### src/mtg_pkg.sv
// Shared types, constants and helper functions of the MT19937 generator.
package mtg_pkg;

  // State store geometry and twist offset
  localparam int unsigned DEPTH  = 624;
  localparam int unsigned OFFSET = 397;
  localparam int unsigned IDX_W  = 10;

  typedef logic [31:0]      word_t;
  typedef logic [IDX_W-1:0] idx_t;

  // Recurrence and tempering constants
  localparam word_t TWIST_MATRIX = 32'h9908_B0DF;
  localparam word_t SEED_MULT    = 32'd1812433253;
  localparam word_t TEMPER_B     = 32'h9D2C_5680;
  localparam word_t TEMPER_C     = 32'hEFC6_0000;
  localparam word_t TOP_BIT      = 32'h8000_0000;
  localparam word_t LOW_BITS     = 32'h7FFF_FFFF;

  localparam idx_t LAST_IDX = idx_t'(DEPTH - 1);
  localparam idx_t FULL_POS = idx_t'(DEPTH);

  // Request codes
  localparam logic REQ_DRAW   = 1'b0;
  localparam logic REQ_RESEED = 1'b1;

  // Datapath operations issued by the controller
  typedef enum logic [3:0] {
    OP_NONE,
    OP_SEED_START,
    OP_SEED_MUL,
    OP_SEED_WR,
    OP_TW_PRIME,
    OP_TW_FIRST,
    OP_TW_READ,
    OP_TW_WRITE,
    OP_DRAW_RD,
    OP_DRAW_OUT
  } op_t;

  // Datapath status seen by the controller
  typedef struct packed {
    logic pos_full;
    logic idx_last;
    logic out_free;
  } status_t;

  // Index of the following word, wrapping at the end of the store
  function automatic idx_t next_idx(idx_t i);
    idx_t r;
    if (i == LAST_IDX) begin
      r = '0;
    end else begin
      r = i + idx_t'(1);
    end
    return r;
  endfunction

  // Index of the word OFFSET places on, modulo DEPTH
  function automatic idx_t far_idx(idx_t i);
    logic [IDX_W:0] s;
    s = {1'b0, i} + (IDX_W+1)'(OFFSET);
    if (s >= (IDX_W+1)'(DEPTH)) begin
      s = s - (IDX_W+1)'(DEPTH);
    end
    return s[IDX_W-1:0];
  endfunction

  // One twist step: join top bit of upper with low bits of lower, then mix
  function automatic word_t twist_mix(word_t upper, word_t lower);
    word_t joined;
    word_t mixed;
    joined = (upper & TOP_BIT) | (lower & LOW_BITS);
    mixed  = joined >> 1;
    if (joined[0]) begin
      mixed = mixed ^ TWIST_MATRIX;
    end
    return mixed;
  endfunction

  // Four shift-and-xor tempering steps, the middle two also masked
  function automatic word_t temper(word_t w);
    word_t y;
    y = w;
    y = y ^ (y >> 11);
    y = y ^ ((y << 7) & TEMPER_B);
    y = y ^ ((y << 15) & TEMPER_C);
    y = y ^ (y >> 18);
    return y;
  endfunction

endpackage

### src/mtg_controller.sv
// Controller: sequences reseed fills, full twists and draws over the datapath.
module mtg_controller (
  input  logic             clk,
  input  logic             rst,
  input  logic             in_valid,
  input  logic             in_req_type,
  input  mtg_pkg::status_t status,
  output logic             in_ready,
  output mtg_pkg::op_t     op
);

  typedef enum logic [3:0] {
    S_IDLE,
    S_SEED_MUL,
    S_SEED_WR,
    S_TW_PRIME,
    S_TW_FIRST,
    S_TW_READ,
    S_TW_WRITE,
    S_DRAW_RD,
    S_DRAW_OUT
  } state_t;

  state_t state;
  logic   accept;

  assign in_ready = (state == S_IDLE);
  assign accept   = in_valid && in_ready;

  // Operation decode
  always_comb begin
    case (state)
      S_IDLE: begin
        op = (accept && in_req_type == mtg_pkg::REQ_RESEED) ? mtg_pkg::OP_SEED_START
                                                           : mtg_pkg::OP_NONE;
      end
      S_SEED_MUL: op = mtg_pkg::OP_SEED_MUL;
      S_SEED_WR:  op = mtg_pkg::OP_SEED_WR;
      S_TW_PRIME: op = mtg_pkg::OP_TW_PRIME;
      S_TW_FIRST: op = mtg_pkg::OP_TW_FIRST;
      S_TW_READ:  op = mtg_pkg::OP_TW_READ;
      S_TW_WRITE: op = mtg_pkg::OP_TW_WRITE;
      S_DRAW_RD:  op = mtg_pkg::OP_DRAW_RD;
      S_DRAW_OUT: op = mtg_pkg::OP_DRAW_OUT;
      default:    op = mtg_pkg::OP_NONE;
    endcase
  end

  // State register
  always_ff @(posedge clk) begin
    if (rst) begin
      state <= S_IDLE;
    end else begin
      case (state)
        S_IDLE: begin
          if (accept) begin
            if (in_req_type == mtg_pkg::REQ_RESEED) begin
              state <= S_SEED_MUL;
            end else if (status.pos_full) begin
              state <= S_TW_PRIME;
            end else begin
              state <= S_DRAW_RD;
            end
          end
        end
        S_SEED_MUL: state <= S_SEED_WR;
        S_SEED_WR: begin
          state <= status.idx_last ? S_IDLE : S_SEED_MUL;
        end
        S_TW_PRIME: state <= S_TW_FIRST;
        S_TW_FIRST: state <= S_TW_WRITE;
        S_TW_READ:  state <= S_TW_WRITE;
        S_TW_WRITE: begin
          state <= status.idx_last ? S_DRAW_RD : S_TW_READ;
        end
        S_DRAW_RD:  state <= S_DRAW_OUT;
        S_DRAW_OUT: begin
          if (status.out_free) begin
            state <= S_IDLE;
          end
        end
        default: state <= S_IDLE;
      endcase
    end
  end

  // Checks
  a_draw_no_twist: assert property (@(posedge clk) disable iff (rst)
    state == S_DRAW_RD |-> !status.pos_full)
    else $error("draw read with the store exhausted");

  a_twist_order: assert property (@(posedge clk) disable iff (rst)
    state == S_TW_WRITE |-> ($past(state) == S_TW_FIRST || $past(state) == S_TW_READ))
    else $error("twist write without its reads");

  a_seed_pair: assert property (@(posedge clk) disable iff (rst)
    state == S_SEED_MUL |=> state == S_SEED_WR)
    else $error("seed product not written back");

endmodule

### config.mk
export PLATFORM = sky130hd
export DESIGN_NAME = mtg_controller
export DESIGN_NICKNAME = d
export VERILOG_FILES = /design/src/mtg_pkg.sv /design/src/mtg_controller.sv
export SDC_FILE = /design/constraint.sdc
export NUM_CORES = 1
export LEC_CHECK = 0
export BUFFER_PORTS_ARGS = -buffer_cell sky130_fd_sc_hd__buf_4
export CAP_MARGIN = 20
export CORE_AREA = 2 2 39 41
export CTS_BUF_LIST = sky130_fd_sc_hd__clkbuf_8
export DETAILED_ROUTE_END_ITERATION = 16
export DIE_AREA = 0 0 41 43
export PLACE_DENSITY = 0.46
export SLEW_MARGIN = 20
export SYNTH_ARGS = -nofsm -noshare
export SYNTH_HDL_FRONTEND = slang
export SYNTH_SLANG_ARGS = --single-unit
### constraint.sdc
create_clock -name clk -period 1.75 [get_ports clk]
set_input_delay 0.4375 -clock clk [delete_from_list [all_inputs] [get_ports clk]]
set_output_delay 0.4375 -clock clk [all_outputs]
set_load 0.005 [all_outputs]
# ---- Word-level counts from Yosys, hierarchy flattened
# Cells that the tools add are included.
dict set report totals {
  output_inout_bits 5
  elab_cells 25
  reg_bits 4
  inputBits 7
}
dict set report op_classes {
  eq_ne 10
  reduce_logical 5
  muxes 9
}
# operator n
set op_table {}
lappend op_table {{$pmux W4 S9} 1}
lappend op_table {{$pmux W4 S8} 1}
lappend op_table {{$eq A4 B3 Y1 const B} 4}
lappend op_table {{$eq A4 B2 Y1 const B} 2}
lappend op_table {{$mux W4} 2}
lappend op_table {{$mux W3} 2}
lappend op_table {{$eq A4 B1 Y1 const B} 1}
lappend op_table {{$eq A4 B4 Y1 const B} 1}
lappend op_table {{$logic_not A4 Y1} 1}
lappend op_table {{$logic_and A1 B1 Y1} 2}
lappend op_table {{$mux W1} 2}
lappend op_table {{$mux W2} 1}
lappend op_table {{$ne A2 B1 Y1 const B} 1}
lappend op_table {{$ne A2 B2 Y1 const B} 1}
lappend op_table {{$reduce_and A2 Y1} 1}
lappend op_table {{$reduce_or A2 Y1} 1}

# ---- Longest topological paths before layout
dict set report logic_depth {
  depth_word 5
  ltp_mapped 4
  depth_no_buf 3
}

# ---- Worst setup path after synthesis
# OpenSTA, ideal clock, no wires.
dict set report synth_timing {
  path_kind {register to output}
  startpoint {register state[0]}
  endpoint {output op[2]}
  path_slack_ns 0.403
  arrival_ns 0.909
  required_time_ns 1.312
  path_stages_with_launch 5
  path_buffers 1
  cell_sequence {dfxtp_1 -> buf_4 -> nand2_1 -> or2_2 -> a21oi_1}
}
dict set report synth_via {
  elab_chain_cells 2
  word_cells_on_any_way 10
  classes_between {eq/ne (8); mux (1); reduce/logical (1)}
}
# item line
set synth_rtl {}
lappend synth_rtl {{start, declared} mtg_controller.sv:24} ;# state_t state;
lappend synth_rtl {{start signal, assigned} mtg_controller.sv:68} ;# state <= status.idx_last ? S_IDLE : S_SEED_MUL;
lappend synth_rtl {{start signal, assigned} mtg_controller.sv:74} ;# state <= status.idx_last ? S_DRAW_RD : S_TW_READ;
lappend synth_rtl {{$eq A4 B4 Y1, or another cell as far along} mtg_controller.sv:32} ;# case (state)
lappend synth_rtl {{$pmux W4 S9 (*)} mtg_controller.sv:32}
lappend synth_rtl {{end, declared} mtg_controller.sv:9} ;# output mtg_pkg::op_t op
# Every way passes the cells marked *; elsewhere a longest branch is shown, timed or not.

# ---- Worst setup path after layout
dict set report layout_timing {
  startpoint {register state[2]}
  endpoint {output op[0]}
}
dict set report layout_via {
  elab_chain_cells 5
  word_cells_on_any_way 13
  classes_between {eq/ne (8); mux (2); reduce/logical (3)}
}
# item line
set layout_rtl {}
lappend layout_rtl {{$logic_not A4 Y1} {mtg_controller.sv:27, mtg_controller.sv:32}}
lappend layout_rtl {{$logic_and A1 B1 Y1} mtg_controller.sv:28} ;# assign accept = in_valid && in_ready;
lappend layout_rtl {{$logic_and A1 B1 Y1} mtg_controller.sv:34} ;# op = (accept && in_req_type == mtg_pkg::REQ_RESEED) ? mtg_pkg::OP_SEED_START
lappend layout_rtl {{$mux W1} mtg_controller.sv:34}
lappend layout_rtl {{$pmux W4 S9 (*)} mtg_controller.sv:32}
# Marked as above.

==> summary.md <==
| Metric | Value |
|---|---|
| Status | `finished clean` |
| Pint | `0.342 mW` |
| Area leader, netlist | `dfxtp_1` |
| Sequential power share | `0.284` |
| Routed Antenna Nets | `0` |
| TNS Setup | `0 ns` |
| Peak supply drop | `200 µV` |
| Initial DRC count | `4` |
| Power Density | `1160 mW/mm²` |
| Post-DP HPWL | `502 µm` |
| Die H | `43 µm` |
| Comb pwr share | `0.308` |
| Post-Syn Instances | `38` |
| I/O pin count | `12` |
| PnR Total Power | `0.474 mW` |
| H-tree levels | `1` |
| Clock skew | `0.00208 ns` |
| WL per Instance | `10.1 µm` |
| CTS tree | `built` |
| Clock network power share | `0.409` |
| Global Route Usage Sum | `0.0942` |
| Router iterations before antenna repair | `2` |
| Net Sw Frac | `0.278` |
| Post-synthesis cell area | `269 µm²` |
| Nets@finish | `59` |
| First-pass GRT wire length | `1080 µm` |
| Max reg flops | `4` |
| Vias in the first global route | `262` |
| Lkg Pwr | `0.177 nW` |
| Layout area overhead | `52.1%` |
| #FFs+latches synth | `4` |
| CTS Sinks | `4` |
| CTS Buf Count | `3` |
| Slew @ Worst Pin | `0.320 ns` |
| DR DRC count | `0` |
| Die area | `0.00176 mm²` |
| Fin. max-slew vios | `0` |
| Data arrival, critical path | `1.21 ns` |
| Reg with most FFs | `state` |
| Post-route cell area | `409 µm²` |
| Top-area cell type share of the netlist area | `0.298` |
| Routed WL | `666 µm` |
| Synthesized area per cell | `7.08 µm²` |
| Count of cell types in the netlist | `21` |
| Post-cts sizing count | `2` |
| Top cells by area, synth | `dfxtp_1 (30%), a21oi_1 (7.4%), inv_1 (5.6%), nand2_1 (5.6%), a31oi_1 (4.7%)` |
| Setup CP Type | `reg2out` |
| Initial antenna violation count | `0` |
| Share of cells above drive strength 1 | `0.380` |
| PortBufs | `11` |
| Later-pin clock latency in the skew report | `0.22 ns` |
| Core ar. | `0.00138 mm²` |
| Via count | `295` |
| Hold crit path type | `in2reg` |
| Die Wd | `41 µm` |
| Switch Pwr | `0.132 mW` |
| Placed Area | `357 µm²` |
| Unrepaired setup endpoints after global routing | `false` |
| Largest net degree at the start of global routing | `10` |
| Reg2Reg Setup Slack | `0.60 ns` |
| GR Overflow Total | `0` |
| Syn nets | `45` |
| Starting Density | `0.194` |
| Gpl congestion | `0.706` |
| CTS Buffer Depth | `2` |
| FMAX | `608 MHz` |
| Final period util | `0.939` |
| Yosys warnings | `0` |
| Worst-path fanout max | `8` |
| Post-Place Worst Slack | `0.206 ns` |
| Vias/cell | `4.47` |
| Root Driver | `clkbuf_8` |
| Largest regs | `state (4)` |
| Clock transition at path regs | `0.03 ns` |
| WP data required | `1.31 ns` |
| # Post-CTS Setup Buffers | `0` |
| Num rows | `14` |
| Max-cap violations | `0` |
| Antenna diode count | `0` |
| Slew HR | `0.785` |
| Min Clock Period, post-route | `1.64 ns` |
| Non-filler cells, final | `66` |
| Crit start category | `register` |
| Setup violators final | `0` |
| Crit. End Element | `output pin` |
| DP Cell Count | `63` |
| Register area share after synthesis | `0.298` |
| Setup WS post-layout | `0.107 ns` |
| Hold Buf Count CTS | `0` |
| Final Hold Fails | `0` |
==> logic make-up (layout without fill, tap and decap cells) <==
logic type / count (synthesis) / in the layout / synth area share
simple gates: 16 / 16 / 0.312
compound gates: 10 / 10 / 0.219
buf+inv: 7 / 19 / 0.140
flops: 4 / 4 / 0.298
xor+xnor: 1 / 1 / 0.0326
==> path summary, 6_finish.rpt <==
| check | from | end | cells past startpoint |
|---|---|---|---|
| setup reg to reg | state[2] | state[0] | 3 |
| setup / recovery | state[2] | op[0] | 4 |
| hold reg to reg | state[0] | state[0] | 1 |
| hold / removal | rst | state[3] | 2 |
==> area by class of cell <==
class,instances,area [µm²]
fill,159,975
multi-input combinational,27,155
timing repair buffer,12,90.1
sequential,4,87.6
clock buffer,3,41.3
tap,16,20.0
inverter,4,15.0
==> layout by cell type, fill, tap and decap left out, types with 2 or more instances in the layout <==
cell type	n
clkbuf_8	3
o21ai_0	2
nor2_1	3
nand2_1	4
a31oi_1	2
a21oi_1	3
dfxtp_1	2
inv_1	4
buf_4	12
nor3_1	2
dfxtp_4	2
==> power by group through the flow <==
| stage | Sequential, mW | Clock, mW | Combinational (mW) |
|---|---|---|---|
| finish | 0.134 | 0.194 | 0.146 |
| global route | 0.138 | 0.207 | 0.163 |
| CTS | 0.133 | 0.200 | 0.145 |
| detailed placement | 0.131 | 0 | 0.144 |
| global placement | 0.131 | 0 | 0.146 |
| floorplan | 0.112 | 0 | 0.102 |
==> per-layer routing <==
metal | GRT usage | part of all wire | vias up
met5 | 0 | 0 | -
met4 | 0.100 | 0.027 | 0
met3 | 0.0314 | 0.054 | 2
met2 | 0.103 | 0.41 | 8
met1 | 0.128 | 0.50 | 128
li1 | - | - | 157
==> metrics by stage <==
step,util,hold WS [ns]
floorplan,-,0.507
global placement,0.258,0.576
detailed placement,0.258,0.572
CTS,0.289,0.384
global route,0.296,0.390
finish,0.296,0.386
==> Yosys cell counts <==
cell      n
buf_4     1
dfxtp_1   4
nor4_1    1
inv_1     4
nor3_1    2
o21ai_0   2
nand3b_1  1
clkbuf_1  1
a211o_1   1
or2_2     1
or4_1     1
nand2b_1  1
nor2_1    3
nand4_1   1
a21oi_1   4
a211oi_1  1
xnor2_1   1
nand2_1   4
buf_6     1
a31oi_1   2
and2b_1   1
==> worst max-delay path, stage by stage (launching register included) <==
cell and delay [ns]:
dfxtp_1 0.36, nor2_1 0.20, nor2_1 0.06, a211oi_1 0.22
buf_4 0.15
Power figures use the tool's default switching activity.
